**src/rtl/lrupr_pkg.sv**
```systemverilog
// Package for the LRU page replacement block: state encoding and fixed widths.
// Used by lru_page_replacement and lrupr_chk; no dependencies.
`default_nettype none

package lrupr_pkg;

	localparam int unsigned CFG_WIDTH    = 5;
	localparam int unsigned TIME_WIDTH   = 32;
	localparam int unsigned PAGE_PORT_W  = 16;
	localparam int unsigned SLOT_PORT_W  = 4;
	localparam int unsigned FAULT_WIDTH  = 32;

	localparam logic [CFG_WIDTH-1:0] FRAMES_RESET = 5'd4;

	// sequencer states, one-hot
	typedef enum logic [2:0] {
		ST_IDLE   = 3'b001,
		ST_SCAN   = 3'b010,
		ST_DECIDE = 3'b100
	} lrupr_state_t;

endpackage

`default_nettype wire

```
**src/rtl/lrupr_ram.sv**
```systemverilog
// Simple dual-port synchronous RAM, one write and one registered read port.
// Holds the frame table ({page, last use}); depends on nothing.
`default_nettype none

module lrupr_ram #(
	parameter int unsigned WIDTH = 48,
	parameter int unsigned DEPTH = 16,
	localparam int unsigned AW = (DEPTH > 1) ? $clog2(DEPTH) : 1
) (
	input  wire logic                   clk,
	input  wire logic                   we,
	input  wire logic [AW-1:0]          waddr,
	input  wire logic [WIDTH-1:0]       wdata,
	input  wire logic                   re,
	input  wire logic [AW-1:0]          raddr,
	output logic      [WIDTH-1:0]       rdata
);

	logic [WIDTH-1:0] mem [DEPTH];

	always_ff @(posedge clk) begin
		if (we) begin
			mem[waddr] <= wdata;
		end
	end

	always_ff @(posedge clk) begin
		if (re) begin
			rdata <= mem[raddr];
		end
	end

endmodule

`default_nettype wire

```
**src/rtl/lru_page_replacement.sv**
```systemverilog
// LRU page replacement unit: frame table in one synchronous RAM, scanned per request.
// Depends on lrupr_pkg and lrupr_ram.
// Sequence: a request is taken only while idle; the scan reads every active frame once
// through the single RAM read port, then the decide state writes the table and gives the
// result strobe for one cycle. busy stays high until that strobe, so one request at a time.
// Reset: arst_n clears control, frame count to 4, fill count, clock and fault total.
`default_nettype none

module lru_page_replacement #(
	parameter int unsigned MAX_FRAMES = 16,
	parameter int unsigned PAGE_WIDTH = 16
) (
	input  wire logic                                clk,
	input  wire logic                                arst_n,
	// configuration
	input  wire logic                                cfg_write,
	input  wire logic [lrupr_pkg::CFG_WIDTH-1:0]     cfg_data,
	// request
	input  wire logic                                start,
	output logic                                     busy,
	input  wire logic [lrupr_pkg::PAGE_PORT_W-1:0]   page_number,
	input  wire logic                                last_reference,
	// result
	output logic                                     done,
	output logic                                     hit,
	output logic [lrupr_pkg::SLOT_PORT_W-1:0]        frame_slot,
	output logic                                     evicted,
	output logic [lrupr_pkg::PAGE_PORT_W-1:0]        evicted_page,
	output logic [lrupr_pkg::FAULT_WIDTH-1:0]        fault_count
);

	localparam int unsigned TW = lrupr_pkg::TIME_WIDTH;
	localparam int unsigned FW = lrupr_pkg::FAULT_WIDTH;
	localparam int unsigned IW = (MAX_FRAMES > 1) ? $clog2(MAX_FRAMES) : 1;
	// counts run 0..MAX_FRAMES
	localparam int unsigned CW = $clog2(MAX_FRAMES + 1);
	localparam int unsigned DW = PAGE_WIDTH + TW;

	lrupr_pkg::lrupr_state_t state_q;

	logic [lrupr_pkg::CFG_WIDTH-1:0] frames_q;
	logic [CW-1:0]                   n_q;        // active frame count for this request
	logic [CW-1:0]                   fill_q;     // frames filled since sequence start
	logic [TW-1:0]                   clock_q;    // reference clock, saturating
	logic [FW-1:0]                   fault_q;    // fault total, saturating

	logic [PAGE_WIDTH-1:0]           page_q;
	logic                            last_q;

	// scan: read issue side and compare side (RAM read is registered)
	logic [CW-1:0]                   rd_cnt_q;
	logic                            cmp_v_s1;
	logic [IW-1:0]                   cmp_idx_s1;

	logic                            hit_q;
	logic [IW-1:0]                   hit_idx_q;
	logic [IW-1:0]                   old_idx_q;
	logic [TW-1:0]                   old_time_q;
	logic [PAGE_WIDTH-1:0]           old_page_q;

	// RAM port signals
	logic                            rd_en;
	logic [DW-1:0]                   rd_data;
	logic [PAGE_WIDTH-1:0]           rd_page;
	logic [TW-1:0]                   rd_time;
	logic                            wr_en;

	// decision
	logic [IW-1:0]                   dec_slot;
	logic                            dec_evict;
	logic [FW-1:0]                   fault_next;
	logic                            scan_last;

	// width helpers
	logic [31:0]                     pn_ext;
	logic [31:0]                     frames_ext;
	logic [CW-1:0]                   n_calc;
	logic [31:0]                     slot_ext;
	logic [31:0]                     evp_ext;

	lrupr_ram #(
		.WIDTH (DW),
		.DEPTH (MAX_FRAMES)
	) u_ram (
		.clk   (clk),
		.we    (wr_en),
		.waddr (dec_slot),
		.wdata ({page_q, clock_q}),
		.re    (rd_en),
		.raddr (rd_cnt_q[IW-1:0]),
		.rdata (rd_data)
	);

	assign busy = (state_q != lrupr_pkg::ST_IDLE);

	// page bits beyond PAGE_WIDTH are dropped, missing ones read as zero
	assign pn_ext = 32'(page_number);

	// frame count register: zero acts as one, beyond the build acts as the build
	always_comb begin
		frames_ext = 32'(frames_q);
		if (frames_ext == 32'd0) begin
			n_calc = CW'(1);
		end else if (frames_ext > 32'(MAX_FRAMES)) begin
			n_calc = CW'(MAX_FRAMES);
		end else begin
			n_calc = CW'(frames_ext);
		end
	end

	assign rd_en   = (state_q == lrupr_pkg::ST_SCAN) && (rd_cnt_q < n_q);
	assign rd_page = rd_data[TW +: PAGE_WIDTH];
	assign rd_time = rd_data[TW-1:0];
	assign scan_last = cmp_v_s1 && (CW'(cmp_idx_s1) == n_q - CW'(1));

	// hit refreshes its frame, miss fills the next free frame or evicts the oldest
	always_comb begin
		if (hit_q) begin
			dec_slot  = hit_idx_q;
			dec_evict = 1'b0;
		end else if (fill_q < n_q) begin
			dec_slot  = fill_q[IW-1:0];
			dec_evict = 1'b0;
		end else begin
			dec_slot  = old_idx_q;
			dec_evict = 1'b1;
		end
	end

	assign wr_en = (state_q == lrupr_pkg::ST_DECIDE);
	assign fault_next = (hit_q || (fault_q == '1)) ? fault_q : fault_q + FW'(1);

	assign slot_ext = 32'(dec_slot);
	assign evp_ext  = 32'(old_page_q);

	// configuration register
	always_ff @(posedge clk or negedge arst_n) begin
		if (!arst_n) begin
			frames_q <= lrupr_pkg::FRAMES_RESET;
		end else if (cfg_write) begin
			frames_q <= cfg_data;
		end
	end

	// sequencer and sequence state
	always_ff @(posedge clk or negedge arst_n) begin
		if (!arst_n) begin
			state_q  <= lrupr_pkg::ST_IDLE;
			fill_q   <= '0;
			clock_q  <= '0;
			fault_q  <= '0;
			rd_cnt_q <= '0;
			cmp_v_s1 <= 1'b0;
			done     <= 1'b0;
		end else begin
			done     <= 1'b0;
			cmp_v_s1 <= rd_en;
			case (state_q)
				lrupr_pkg::ST_IDLE: begin
					if (start) begin
						rd_cnt_q <= '0;
						state_q  <= lrupr_pkg::ST_SCAN;
					end
				end
				lrupr_pkg::ST_SCAN: begin
					if (rd_en) begin
						rd_cnt_q <= rd_cnt_q + CW'(1);
					end
					if (scan_last) begin
						state_q <= lrupr_pkg::ST_DECIDE;
					end
				end
				lrupr_pkg::ST_DECIDE: begin
					done    <= 1'b1;
					state_q <= lrupr_pkg::ST_IDLE;
					if (last_q) begin
						// sequence ends: table is dropped by resetting the fill count
						fill_q  <= '0;
						clock_q <= '0;
						fault_q <= '0;
					end else begin
						if (!hit_q && (fill_q < n_q)) begin
							fill_q <= fill_q + CW'(1);
						end
						if (clock_q != '1) begin
							clock_q <= clock_q + TW'(1);
						end
						fault_q <= fault_next;
					end
				end
				default: begin
					state_q <= lrupr_pkg::ST_IDLE;
				end
			endcase
		end
	end

	// request capture, scan compare and result registers (payload, no reset)
	always_ff @(posedge clk) begin
		cmp_idx_s1 <= rd_cnt_q[IW-1:0];
		if (state_q == lrupr_pkg::ST_IDLE && start) begin
			page_q <= pn_ext[PAGE_WIDTH-1:0];
			last_q <= last_reference;
			n_q    <= n_calc;
			hit_q  <= 1'b0;
		end
		if (state_q == lrupr_pkg::ST_SCAN && cmp_v_s1) begin
			// first filled frame holding the page wins
			if (!hit_q && (CW'(cmp_idx_s1) < fill_q) && (rd_page == page_q)) begin
				hit_q     <= 1'b1;
				hit_idx_q <= cmp_idx_s1;
			end
			// strict compare keeps the lowest index on ties
			if (cmp_idx_s1 == '0 || rd_time < old_time_q) begin
				old_idx_q  <= cmp_idx_s1;
				old_time_q <= rd_time;
				old_page_q <= rd_page;
			end
		end
		if (state_q == lrupr_pkg::ST_DECIDE) begin
			hit          <= hit_q;
			frame_slot   <= slot_ext[lrupr_pkg::SLOT_PORT_W-1:0];
			evicted      <= dec_evict;
			evicted_page <= dec_evict ? evp_ext[lrupr_pkg::PAGE_PORT_W-1:0] : '0;
			fault_count  <= fault_next;
		end
	end

endmodule

`default_nettype wire

```
**config.mk**
```make
export PLATFORM = sky130hd
export DESIGN_NAME = lru_page_replacement
export DESIGN_NICKNAME = d
export VERILOG_FILES = /design/src/rtl/lrupr_pkg.sv /design/src/rtl/lrupr_ram.sv /design/src/rtl/lru_page_replacement.sv
export SDC_FILE = /design/constraint.sdc
export NUM_CORES = 1
export LEC_CHECK = 0
export BUFFER_PORTS_ARGS = -buffer_cell sky130_fd_sc_hd__buf_2
export CAP_MARGIN = 10
export CORE_AREA = 2 2 227 341
export CTS_BUF_LIST = sky130_fd_sc_hd__clkbuf_16
export DETAILED_ROUTE_END_ITERATION = 10
export DIE_AREA = 0 0 229 343
export PLACE_DENSITY = 0.71
export SETUP_SLACK_MARGIN = 0.5
export SYNTH_ARGS = -nofsm -noshare
export SYNTH_HDL_FRONTEND = slang
export SYNTH_SLANG_ARGS = --single-unit
```
**constraint.sdc**
```tcl
create_clock -name clk -period 6.1 [get_ports clk]
set_clock_uncertainty 0.2 [all_clocks]
set_input_delay 0.915 -clock clk [delete_from_list [all_inputs] [get_ports clk]]
set_output_delay 0.915 -clock clk [all_outputs]
set_load 0.005 [all_outputs]
```
; ---- Yosys cells after proc, flatten, opt, wreduce, memory -nomap -nowiden
; Memories as Yosys holds them, arrays and structs flattened. A register that Yosys moved wholly into a read port is not among the register bits.
; Index checks and enable logic that the tools add are counted.
[totals]
register_bits = 221
inputBits = 26
ram_bits = 768
n_memories = 1
[memory_table]
columns = memory, depth, word_bits, rd, rd_clocked_by_memory_dff, write_ports, line_no
row1 = u_ram.mem, 16, 48, 1, 1, 1, lrupr_ram.sv:19  ; logic [WIDTH-1:0] mem [DEPTH];
[op_classes]
order_cmp = 5
n_reduce_logical = 22
add_sub_neg = 5
eq_ne = 11
mux = 22
[ops]
columns = op, count
row1 = 32-bit 2-to-1 mux, 4
row2 = 32-bit by 1-bit adder with 32-bit output (second input constant), 2
row3 = 32-bit equality test (second input constant), 1
row4 = 32-bit less-than comparator, 1
row5 = 32-bit inequality test (second input constant), 1
row6 = 5-bit 2-to-1 mux, 5
row7 = 16-bit equality test, 1
row8 = 5-bit by 1-bit adder with 5-bit output (second input constant), 2
row9 = 5-bit less-than comparator, 2
row10 = 5-bit one-hot mux with 2 select lines, 1
row11 = 2-bit AND reduction, 5
row12 = 4-bit 2-to-1 mux, 2
row13 = 1-bit logical AND, 7
row14 = 1-bit 2-to-1 mux, 7
row15 = 3-bit 2-to-1 mux, 2
row16 = 2-bit inequality test (second input constant), 3
row17 = 3-bit one-hot mux with 2 select lines, 1
row18 = 2-bit nonzero test, 3
row19 = 4-bit by 5-bit equality test with 1-bit output, 1
row20 = 5-bit > comparator (second input constant), 1
row21 = 5-bit zero test, 1
row22 = 4-bit by 5-bit less-than comparator with 1-bit output, 1
row23 = 5-bit by 1-bit subtractor with 5-bit output (second input constant), 1
row24 = 4-bit zero test, 1
row25 = other kinds (8), 9

; ---- Depth between registers and ports, before layout
; Gate-level depths: netlist of run 1.
[depth]
depth_word = 5
ltp_mapped = 9
ltp_nobuf = 8

; ---- Modules after synthesis
; Synthesis of run 1 repeated with hierarchy kept, for this count alone.
[hier_totals]
cells_unflattened = 2180
hier_area_um2 = 40904.2
[modules_own_cells]
columns = mod, seq_area_each_um2, instances, area_each_um2, cells_per_inst
row1 = lrupr_ram, 24503.5, 1, 30171.4, 1242
row2 = lru_page_replacement, 6168.4, 1, 10732.8, 938

; ---- Worst setup path before layout of run 1
; No wires, ideal clock.
[synth_timing]
path_type = register -> register
start = register n_q[2]
end = memory u_ram.mem[11][0], enable pin
required_time_ns = 5.441
setup_ns = 0.459
path_buffers = 0
setup_slack_ns = 1.415
arrival_ns = 4.026
stages_incl_launch_ff = 9
cell_sequence = edfxtp_1 > inv_1 > ha_1 > o21a_1 > nor2_1 > a2111oi_0 > nor3_1 > nor3b_1 > nor2b_1
[synth_between]
elab_chain_cells = 3
[synth_rtl]
columns = item, line_no
row1 = "start, declared", lru_page_replacement.sv:42  ; logic [CW-1:0] n_q;
row2 = "start signal, assigned", lru_page_replacement.sv:204  ; n_q <= n_calc;
row3 = 5-bit less-than comparator, lru_page_replacement.sv:121  ; end else if (fill_q < n_q) begin
row4 = 4-bit 2-to-1 mux, lru_page_replacement.sv:121
row5 = 4-bit 2-to-1 mux, lru_page_replacement.sv:118  ; if (hit_q) begin
row6 = named net dec_slot[2], lru_page_replacement.sv:69  ; logic [IW-1:0] dec_slot;
row7 = "end, declared", lrupr_ram.sv:19
; The timed path passes the listed nets, and every way through them passes these cells.

; ---- Final worst setup path of run 1
[layout_timing]
start = register n_q[1]
end = memory u_ram.mem[6][39], enable pin
[layout_between]
elab_chain_cells = 3
[layout_rtl]
columns = item, line_no
row1 = 5-bit less-than comparator, lru_page_replacement.sv:121
row2 = 4-bit 2-to-1 mux, lru_page_replacement.sv:121
row3 = 4-bit 2-to-1 mux, lru_page_replacement.sv:118
; Every way passes these cells.

==> results_dict.tcl, run 1 <==
set metrics [dict create \
    drt_pass1_iterations 7 \
    place_ws_ns 1.81 \
    route.final.wire_length_microns 93400 \
    crit_fanout 28 \
    path_buf_inv 2 \
    number_of_antenna_violations_at_the_first_check_in_global_routing 2 \
    clk-insertion-delay-late_ns 0.67 \
    cts_inserted_buffers 92 \
    cts-root-to-sink-buffers 3 \
    drt_iter0_markers 2136 \
    worst_ir_drop_vdd_uv 300 \
    largest_family_of_logic_cells_by_synthesized_area "multiplexers" \
    final_min_period_over_clock_period_pct 70.9 \
    area_growth_syn_to_layout_pct 11.5 \
    regArea_sq_mm 0.0307 \
    yosys_most_used_dff "sky130_fd_sc_hd__edfxtp_1" \
    cts.sinks 1037 \
    design.final.nets 2283 \
    top_usage_layer "met2" \
    critical-path-max-stage-delay_ns 0.78 \
    io_buffer_count 81 \
    synth_compound_gate_area_share_pct 2.24 \
    synth_seq_area_share_pct 74.5 \
    htree_num_levels 3 \
    synth_async_sr_flop_share_pct 8.10 \
    total_leakage_power_uw 0.0151 \
    numPlacedInstances 3120 \
    grt_max_degree 79 \
    setup_viol 0 \
    netlist.area_leader.share_pct 69.1 \
    total_global_routing_overflow 0 \
    grtUsageTotal_pct 24.3 \
    grt_pass1_wl_microns 138000 \
    die_area_sq_mm 0.0785 \
    path_cells "inv_1 > ha_1 > a211oi_2 > a2111oi_0 > nor4_1 > nand2_1 > nor2_4 > buf_4" \
    synth-simple-area-share_pct 5.00 \
    synth_fp_nets 2168 \
    yosys.cell_count.top_type "sky130_fd_sc_hd__edfxtp_1" \
    finish.cell_count_without_fillers 3294 \
    tritoncts_clock_tree "yes" \
    fmax_ghz 0.231 \
    hpwl_microns 58100 \
    path_category_of_the_worst_min_delay_check "in2reg" \
    number_of_instances_in_the_synthesized_netlist 2093 \
    initial_core_util_pct 54.4 \
    finalCriticalPeriod_ns 4.33 \
    synth_enable_flop_cells 948 \
    grtUsageMet1_pct 29.4 \
    status "finished, final reports clean" \
    crit_slowest_cell "sky130_fd_sc_hd__nor2_4" \
    die_width_microns 229 \
    yosys.area_share.xor_xnor_pct 1.38 \
    cpLargestDelayFamily "simple AND/OR/NAND/NOR gates" \
    setup_repair_after_global_routing_missed_its_margin "no" \
    yosys-top-cells-area "sky130_fd_sc_hd__edfxtp_1, sky130_fd_sc_hd__mux4_2, sky130_fd_sc_hd__dfrtp_1" \
    gpl.final_weighted_congestion 0.856 \
    post-route-cell-area_sq_mm 0.0459 \
    max_slew_margin_pct 14.8 \
    synth.area.mux_share_pct 13.9 \
    crit_type "reg2reg" \
    timing.critical_path.arrival_ns 4.42 \
    multi_input_comb_area_sq_mm 0.00998 \
    drt_via_density 6.18 \
    critical_path_required_ns 6.20 \
    met3_usage_pct 2.93 \
    post_synth_fa_ha_maj_area_fraction_pct 1.49 \
    dpl_cell_area_sq_mm 0.0428 \
    die_height_microns 343 \
    yosys_register_bits 1037 \
    synth_commonest_cells "sky130_fd_sc_hd__edfxtp_1, sky130_fd_sc_hd__mux4_2, sky130_fd_sc_hd__dfrtp_1, sky130_fd_sc_hd__nor2_1, sky130_fd_sc_hd__nand2_1" \
    synth.lib_cells_used.distinct 72 \
    finalHoldViolations 0 \
    syn-cell-area_sq_mm 0.0412 \
    post-cts-setup-buffers 0 \
    number_of_warnings_issued_by_yosys 0 \
    drt_drc_violations_left 0 \
    grt.met2_usage_pct 43.3 \
    drtAntennaViolNets 0 \
    core-area_sq_mm 0.0757 \
    p_per_area_mw_per_mm2 354 \
    worst_slew_pin_slew_ns 1.28 \
    grt_pass1_vias 20900 \
    avgSynthCellArea_sq_um 19.7 \
    post-synth-top-area-cell "sky130_fd_sc_hd__edfxtp_1" \
    rows 124 \
    fillers 5334 \
    setup_ws_ns 1.77 \
    timing.critical_path.to_type "flip-flop" \
    drive_gt1_share_pct 23.6 \
    timing.final.max_slew_violations 0 \
    route.vias.total 20400 \
    tns_ns 0 \
    clkTransAtPathRegs_ns 0.06 \
    cts.root.buffer_cell "sky130_fd_sc_hd__clkbuf_16" \
    drv.max_cap_violation_count 0 \
    pin_count 82 \
    detail_route.wl_per_cell_microns 28.3 \
    critical_path.startpoint_type "flip-flop" \
]
[cells in the final DEF, fill, tap and decap left out, types with 32 or more instances in the layout]
| master | count |
|---|---|
| sky130_fd_sc_hd__edfxtp_1 | 948 |
| sky130_fd_sc_hd__mux4_2 | 240 |
| sky130_fd_sc_hd__clkbuf_16 | 93 |
| sky130_fd_sc_hd__buf_2 | 80 |
| sky130_fd_sc_hd__dfrtp_1 | 78 |
| sky130_fd_sc_hd__inv_1 | 76 |
| sky130_fd_sc_hd__nor2_1 | 72 |
| sky130_fd_sc_hd__nand2_1 | 72 |
| sky130_fd_sc_hd__ha_1 | 49 |
| sky130_fd_sc_hd__o21ai_0 | 47 |
| sky130_fd_sc_hd__xor2_1 | 42 |
| sky130_fd_sc_hd__nand3_1 | 35 |
| sky130_fd_sc_hd__a21oi_1 | 35 |
| sky130_fd_sc_hd__buf_4 | 32 |
[per-layer routing]
layer  part of all wire (%)  wire length (microns)
met1                     36                  33800
met2                     54                  50000
met3                    5.2                   4850
met4                    5.0                   4680
met5                  0.014                     13
[sequential cells by signal, summed over array words and instances, names as in the netlist, 16 cells and up]
name,cells
u_ram.mem,768
u_ram.rdata,48
clock_q,32
fault_count,32
fault_q,32
old_time_q,32
evicted_page,16
old_page_q,16
page_q,16
[metrics by stage]
| stage | utilization (%) | power [uW] | hold slack, ns |
|---|---|---|---|
| after floorplan | - | 9770 | 0.169 |
| after global placement | 56.6 | 10500 | 0.230 |
| after detailed placement | 56.6 | 10600 | 0.245 |
| after CTS | 60.6 | 16400 | 0.186 |
| after global routing | 60.6 | 16800 | 0.211 |
| final | 60.7 | 16300 | 0.219 |
[logic make-up (layout without fill, tap and decap cells)]
logic type / count (synthesis) / count (layout)
buf+inv: 151 / 342
compound gates: 143 / 143
flops: 1037 / 1037
simple gates: 376 / 376
fa+ha+maj: 49 / 49
other cells: 0 / 2
mux: 272 / 272
xor+xnor: 65 / 65
[report_power, final]
| part | switching, uW | internal [uW] | total (uW) |
|---|---|---|---|
| logic | 1110 | 989 | 2100 |
| registers | 276 | 8000 | 8280 |
| clock network | 2580 | 3310 | 5890 |
[path summary, 6_finish.rpt]
check / start / to / slack [ns] / cells past startpoint
max in group asynchronous: arst_n / rd_cnt_q[0]$_DFFE_PN0P_ / 3.85 / 3
hold / removal: page_number[3] / page_q[3]$_DFFE_PP_ / 0.22 / 1
setup / recovery: n_q[1]$_SDFFCE_PP0P_ / u_ram.mem[6][39]$_DFFE_PP_ / 1.77 / 8
hold reg to reg: u_ram.rdata[15]$_DFFE_PP_ / old_time_q[15]$_DFFE_PP_ / 0.26 / 0
min in group asynchronous: arst_n / fault_q[19]$_DFFE_PN0P_ / 0.44 / 2
setup reg to reg: n_q[1]$_SDFFCE_PP0P_ / u_ram.mem[6][39]$_DFFE_PP_ / 1.77 / 8
[final cells by class]
class	instances	share of cell area (%)
Timing Repair Buffer	116	1.55
Antenna cell	2	0.0109
Inverter	56	0.460
Sequential cell	1037	66.8
Clock buffer	93	5.07
Tap cell	1008	2.75
Clock inverter	77	1.60
Multi-Input combinational cell	905	21.7
[what timing repair did]
action | 4_1_cts | 5_1_grt
endpoints found under the setup margin | 0 | 0
resized for setup | 0 | 0
hold buffers | 1 | 0
hold endpoints to repair | 12 | 0
(Power assumes the default switching activity.)
==> run 2, diff against run 1 <==
==> constraint.sdc (replaced) <==
create_clock -name clk -period 4.3 [get_ports clk]
set_clock_uncertainty 0.2 [all_clocks]
set_input_delay 0.645 -clock clk [delete_from_list [all_inputs] [get_ports clk]]
set_output_delay 0.645 -clock clk [all_outputs]
set_load 0.005 [all_outputs]
==> results_dict.tcl, run 2 (same netlist as run 1, synthesis figures left out) <==
set metrics [dict create \
    finalHoldViolations 0 \
    fmax_ghz 0.270 \
    rows 124 \
    regMostFlops "u_ram.mem" \
    most_common_cell_after_layout_fill_and_taps_aside "sky130_fd_sc_hd__edfxtp_1" \
    route.final.wire_length_microns 90800 \
    core-area_sq_mm 0.0757 \
    grtUsageTotal_pct 23.6 \
    crit_fanout 28 \
    drtAntennaViolNets 0 \
    timing.critical_path.arrival_ns 3.83 \
    detail_route.wl_per_cell_microns 27.2 \
    pin_count 82 \
    route.vias.total 20500 \
    final_cell_mix "sky130_fd_sc_hd__edfxtp_1, sky130_fd_sc_hd__mux4_2, sky130_fd_sc_hd__clkbuf_16" \
    drt_drc_violations_left 0 \
    cts.root.buffer_cell "sky130_fd_sc_hd__clkbuf_16" \
    worst_slew_pin_slew_ns 1.09 \
    critical_path.startpoint_type "flip-flop" \
    number_of_antenna_violations_at_the_first_check_in_global_routing 2 \
    crit_type "reg2reg" \
    drt_pass1_iterations 5 \
    p_per_area_mw_per_mm2 498 \
    gpl.final_weighted_congestion 0.831 \
    timing.final.max_slew_violations 0 \
    initial_core_util_pct 54.4 \
    max_slew_margin_pct 27.4 \
    worst_ir_drop_vdd_uv 357 \
    tns_ns 0 \
    grt_pass1_vias 21400 \
    area_growth_syn_to_layout_pct 13.0 \
    clkTransAtPathRegs_ns 0.07 \
    total_global_routing_overflow 0 \
    design.final.nets 2328 \
    setup_repair_after_global_routing_missed_its_margin "yes" \
    fillers 5286 \
    drt_via_density 6.15 \
    path_category_of_the_worst_min_delay_check "in2reg" \
    hpwl_microns 55000 \
    cts.sinks 1037 \
    total_leakage_power_uw 0.0154 \
    clk-insertion-delay-late_ns 0.66 \
    status "finished, final reports clean" \
    p_total_uw 23200 \
    cts_inserted_buffers 94 \
    drive_gt1_share_pct 24.9 \
    grt_pass1_wl_microns 137000 \
    critical_path_required_ns 4.43 \
    setup_viol 0 \
    finalCriticalPeriod_ns 3.70 \
    drt_iter0_markers 2221 \
    largest_reg_flops 768 \
    cts-root-to-sink-buffers 3 \
    die_width_microns 229 \
    io_buffer_count 81 \
    die_area_sq_mm 0.0785 \
    timing.critical_path.to_type "flip-flop" \
    grt_max_degree 133 \
    biggest_regs "u_ram.mem x768, u_ram.rdata x48" \
    final_min_period_over_clock_period_pct 86.0 \
    tritoncts_clock_tree "yes" \
    die_height_microns 343 \
    drv.max_cap_violation_count 0 \
    htree_num_levels 3 \
]
==> run 2: cell types whose count changed in the layout (fill, tap and decap cells not counted), moves of 3 or more <==
cell	delta
sky130_fd_sc_hd__buf_4	+10
sky130_fd_sc_hd__and2_4	+6
sky130_fd_sc_hd__buf_12	+14
sky130_fd_sc_hd__inv_16	-3
sky130_fd_sc_hd__clkinv_2	+9
sky130_fd_sc_hd__dlygate4sd3_1	+17
sky130_fd_sc_hd__and2_2	-4
sky130_fd_sc_hd__clkinv_1	-5
==> run 2: stage by stage <==
step	hold slack [ns]	util (%)	area, sq um	setup slack (ns)	cells
finish	0.0407	61.5	46500	0.602	3341
global route	0.0417	61.5	46500	0.462	3340
CTS	0.0137	61.4	46500	0.533	3336
detailed placement	0.242	57.1	43200	0.582	3143
global placement	0.236	57.1	43200	0.713	3143
floorplan	0.149	-	41200	-0.0837	2093
==> run 2: final timing paths <==
check                           cells after the start                      start  slack (ns)                          to
worst max-delay path                                9       n_q[2]$_SDFFCE_PP0P_        0.60  u_ram.mem[2][27]$_DFFE_PP_
worst max register to register                      9       n_q[2]$_SDFFCE_PP0P_        0.60  u_ram.mem[2][27]$_DFFE_PP_
min in group asynchronous                           2                     arst_n        0.44     fault_q[18]$_DFFE_PN0P_
max in group asynchronous                           3                     arst_n        2.54     clock_q[18]$_DFFE_PN0P_
worst min register to register                      0  u_ram.rdata[12]$_DFFE_PP_        0.25    old_time_q[12]$_DFFE_PP_
worst min-delay path                                2                cfg_data[0]        0.04     frames_q[0]$_DFFE_PN0P_
==> run 2: timing repair <==
action / 4_1_cts / 5_1_grt
setup endpoints to repair: 0 / 193
buffers inserted: 0 / 2
hold buffers: 18 / 0
endpoints found under the hold margin: 73 / 0
resized for setup: 0 / 2
==> run 2: power by group <==
part | leakage, uW | internal, uW | switching (uW)
combinational | 0.00397 | 1470 | 1530
sequential | 0.00979 | 11400 | 357
clock | 0.00161 | 4820 | 3630
total | 0.0154 | 17600 | 5520
==> run 2: cell type report <==
| class | count | area, sq um | area share (%) |
|---|---|---|---|
| flip-flops and latches | 1037 | 30700 | 65.9 |
| multi-input cells | 907 | 10000 | 21.5 |
| clock buffers | 95 | 2380 | 5.11 |
| well taps | 1008 | 1260 | 2.71 |
| repair buffers | 157 | 1240 | 2.66 |
| clock inverters | 80 | 746 | 1.60 |
| inverters | 56 | 211 | 0.454 |
| diodes | 1 | 2.50 | 0.00538 |
==> run 2: metal layers <==
layer | part of all wire [%] | vias up | global-route usage, %
met5 | 0 | - | 0
met4 | 2.3 | 0 | 7.37
met3 | 6.2 | 130 | 2.83
met2 | 54 | 807 | 42.3
met1 | 37 | 10800 | 30.2
li1 | - | 8783 | -
==> run 2: worst max-delay path: stages (launching register included) <==
cell and delay, ns:
sky130_fd_sc_hd__edfxtp_1 0.43, sky130_fd_sc_hd__inv_1 0.16, sky130_fd_sc_hd__ha_1 0.25, sky130_fd_sc_hd__o21a_1 0.21, sky130_fd_sc_hd__nor2_1 0.06, sky130_fd_sc_hd__a2111oi_0 0.60
sky130_fd_sc_hd__nor3_1 0.25, sky130_fd_sc_hd__nor3b_2 0.43, sky130_fd_sc_hd__and2_4 0.48, sky130_fd_sc_hd__buf_12 0.28
==> run 3, diff against run 2 <==
--- a/config.mk
+++ b/config.mk
@@ -5,12 +5,13 @@
 export SDC_FILE = /design/constraint.sdc
 export NUM_CORES = 1
 export LEC_CHECK = 0
+export ABC_AREA = 1
 export BUFFER_PORTS_ARGS = -buffer_cell sky130_fd_sc_hd__buf_2
 export CAP_MARGIN = 10
-export CORE_AREA = 2 2 227 341
+export CORE_AREA = 2 2 231 347
 export CTS_BUF_LIST = sky130_fd_sc_hd__clkbuf_16
 export DETAILED_ROUTE_END_ITERATION = 10
-export DIE_AREA = 0 0 229 343
+export DIE_AREA = 0 0 233 349
 export PLACE_DENSITY = 0.71
 export SETUP_SLACK_MARGIN = 0.5
 export SYNTH_ARGS = -nofsm -noshare
==> results_dict.tcl, run 3 <==
set metrics [dict create \
    status "finished, final reports clean" \
    finalCriticalPeriod_ns 3.43 \
    regMostFlops "u_ram.mem" \
    cts_inserted_buffers 89 \
    most_common_cell_after_layout_fill_and_taps_aside "sky130_fd_sc_hd__edfxtp_1" \
    gpl.final_weighted_congestion 0.939 \
    critical-path-max-stage-delay_ns 0.50 \
    biggest_regs "u_ram.mem x768, u_ram.rdata x48" \
    synth.lib_cells_used.distinct 55 \
    synth_async_sr_flop_share_pct 8.10 \
    setup_repair_after_global_routing_missed_its_margin "no" \
    drv.max_cap_violation_count 0 \
    synth_fp_nets 3474 \
    tritoncts_clock_tree "yes" \
    avgSynthCellArea_sq_um 12.6 \
    yosys.cell_count.top_type "sky130_fd_sc_hd__edfxtp_1" \
    total_global_routing_overflow 0 \
    die_area_sq_mm 0.0813 \
    p_per_area_mw_per_mm2 512 \
    clkTransAtPathRegs_ns 0.07 \
    grt_max_degree 168 \
    cts.sinks 1037 \
    critical_path_required_ns 4.43 \
    timing.critical_path.arrival_ns 3.56 \
    netlist.area_leader.share_pct 66.4 \
    final_cell_mix "sky130_fd_sc_hd__edfxtp_1, sky130_fd_sc_hd__nor2_1, sky130_fd_sc_hd__nand2_1" \
    drt_via_density 5.88 \
    pin_count 82 \
    drtAntennaViolNets 0 \
    worst_slew_pin_slew_ns 1.04 \
    critical_path.startpoint_type "flip-flop" \
    dpl_cell_area_sq_mm 0.0446 \
    route.vias.total 26900 \
    synth_enable_flop_cells 948 \
    grt_pass1_wl_microns 155000 \
    yosys_most_used_dff "sky130_fd_sc_hd__edfxtp_1" \
    post-cts-setup-buffers 0 \
    path_category_of_the_worst_min_delay_check "in2reg" \
    htree_num_levels 3 \
    number_of_instances_in_the_synthesized_netlist 3399 \
    grtUsageTotal_pct 25.4 \
    synth_seq_area_share_pct 71.5 \
    max_slew_margin_pct 30.7 \
    path_buf_inv 2 \
    io_buffer_count 81 \
    yosys-top-cells-area "sky130_fd_sc_hd__edfxtp_1, sky130_fd_sc_hd__nor2_1, sky130_fd_sc_hd__dfrtp_1" \
    total_leakage_power_uw 0.0161 \
    fmax_ghz 0.292 \
    finish.cell_count_without_fillers 4578 \
    timing.critical_path.to_type "flip-flop" \
    clk-insertion-delay-late_ns 0.66 \
    design.final.nets 3559 \
    initial_core_util_pct 54.7 \
    tns_ns 0 \
    worst_ir_drop_vdd_uv 388 \
    rows 126 \
    detail_route.wl_per_cell_microns 22.3 \
    crit_fanout 35 \
    yosys_register_bits 1037 \
    antennaDiodeCount 0 \
    area_growth_syn_to_layout_pct 11.1 \
    route.final.wire_length_microns 102000 \
    drt_drc_violations_left 0 \
    number_of_antenna_violations_at_the_first_check_in_global_routing 0 \
    drt_pass1_iterations 5 \
    hpwl_microns 62000 \
    finalHoldViolations 0 \
    drive_gt1_share_pct 9.96 \
    number_of_warnings_issued_by_yosys 0 \
    crit_type "reg2reg" \
    cts-root-to-sink-buffers 3 \
    grt_pass1_vias 26500 \
    crit_slowest_cell "sky130_fd_sc_hd__nor2_4" \
    fillers 5883 \
    largest_reg_flops 768 \
    setup_viol 0 \
    cpLargestDelayFamily "simple AND/OR/NAND/NOR gates" \
    drt_iter0_markers 2513 \
    timing.final.max_slew_violations 0 \
    syn-cell-area_sq_mm 0.0429 \
    synth_commonest_cells "sky130_fd_sc_hd__edfxtp_1, sky130_fd_sc_hd__nor2_1, sky130_fd_sc_hd__nand2_1, sky130_fd_sc_hd__o21ai_0, sky130_fd_sc_hd__inv_1" \
    core-area_sq_mm 0.0784 \
    numPlacedInstances 4398 \
    die_width_microns 233 \
    final_min_period_over_clock_period_pct 79.7 \
    cts.root.buffer_cell "sky130_fd_sc_hd__clkbuf_16" \
    post-route-cell-area_sq_mm 0.0476 \
    path_cells "inv_1 > ha_1 > a21o_1 > a21oi_1 > nand2_1 > nand3_1 > nand2_1 > nor2_1 > nand3_1 > nor2_4 > buf_12" \
    cts_repair_resize_count 0 \
    die_height_microns 349 \
    post-synth-top-area-cell "sky130_fd_sc_hd__edfxtp_1" \
]
[run 3: changes by cell type after synthesis, sizes merged, moves of 21 or more]
| cell | delta |
|---|---|
| nor2 | +490 |
| o32ai | +113 |
| and2 | -21 |
| o21ai | +201 |
| nand2 | +374 |
| mux4 | -240 |
| clkbuf | +38 |
| buf | +39 |
| nand3 | +141 |
| mux2i | +50 |
| o221ai | +78 |
| inv | +146 |
[run 3: power breakdown]
group          switching (uW)  internal [uW]  leakage (uW)
Sequential                399          11400       0.00951
Combinational            3190           1540       0.00515
Clock                    3520           4320       0.00142
Total                    7120          17300        0.0161
[run 3: cells by family (layout without fill, tap and decap cells)]
logic type | count (synthesis) | count (layout) | synth area share (%)
and+or+nand+nor | 1292 | 1292 | 12.5
DFF | 1037 | 1037 | 71.5
AOI/OAI and AO/OA | 522 | 522 | 8.15
buffers and inverters | 375 | 530 | 3.64
muxes | 81 | 81 | 1.90
adders and majority gates | 49 | 49 | 1.43
xor gates and xnor gates | 43 | 43 | 0.878
[run 3: stage by stage]
stage / hold WS (ns) / util (%) / worst slack, ns / total power [uW]
floorplan: 0.149 / - / -0.0289 / 15200
global placement: 0.233 / 56.9 / 0.922 / 16700
detailed placement: 0.236 / 56.9 / 0.890 / 16800
CTS: 0.000414 / 60.8 / 0.894 / 24500
global route: 0.0213 / 60.8 / 0.650 / 25400
finish: 0.0402 / 60.8 / 0.872 / 24400
[run 3: worst register-to-register path, stage by stage (launching register included)]
cell and delay (ns):
sky130_fd_sc_hd__edfxtp_1 0.40, sky130_fd_sc_hd__inv_1 0.14, sky130_fd_sc_hd__ha_1 0.26, sky130_fd_sc_hd__a21o_1 0.16, sky130_fd_sc_hd__a21oi_1 0.23, sky130_fd_sc_hd__nand2_1 0.18
sky130_fd_sc_hd__nand3_1 0.15, sky130_fd_sc_hd__nand2_1 0.06, sky130_fd_sc_hd__nor2_1 0.24, sky130_fd_sc_hd__nand3_1 0.24, sky130_fd_sc_hd__nor2_4 0.50, sky130_fd_sc_hd__buf_12 0.33
[run 3: layout make-up]
class | instances | area [sq um] | area share [%]
flip-flops and latches | 1037 | 30700 | 64.4
multi-input cells | 1987 | 10800 | 22.7
clock buffers | 94 | 2350 | 4.94
well taps | 1024 | 1280 | 2.69
repair buffers | 166 | 1270 | 2.66
inverters | 203 | 769 | 1.62
clock inverters | 67 | 482 | 1.01
[run 3: routing by layer]
| metal | wire [microns] | part of all wire [%] | vias to the layer above | global-route usage [%] |
|---|---|---|---|---|
| met5 | 0 | 0 | - | 0 |
| met4 | 4850 | 4.7 | 0 | 12.3 |
| met3 | 5400 | 5.3 | 221 | 3.11 |
| met1 | 38000 | 37 | 13300 | 29.8 |
| li1 | - | - | 12400 | - |
| met2 | 53900 | 53 | 921 | 45.7 |
[run 3: what timing repair did]
action                                  in CTS  in global routing
endpoints found under the setup margin       0                  0
hold buffers                                19                  0
endpoints found under the hold margin       81                  0
[run 3: worst paths after layout]
kind,startpoint,to,slack (ns),depth (start not counted)
max reg2reg,n_q[2]$_SDFFCE_PP0P_,u_ram.mem[1][10]$_DFFE_PP_,0.87,11
min reg2reg,rd_cnt_q[3]$_DFFE_PN0P_,cmp_idx_s1[3]$_DFF_P_,0.25,0
min in group asynchronous,arst_n,fault_q[8]$_DFFE_PN0P_,0.46,2
max in group asynchronous,arst_n,frames_q[2]$_DFFE_PN1P_,2.56,3
min,cfg_data[1],frames_q[1]$_DFFE_PN0P_,0.04,2
max,n_q[2]$_SDFFCE_PP0P_,u_ram.mem[1][10]$_DFFE_PP_,0.87,11
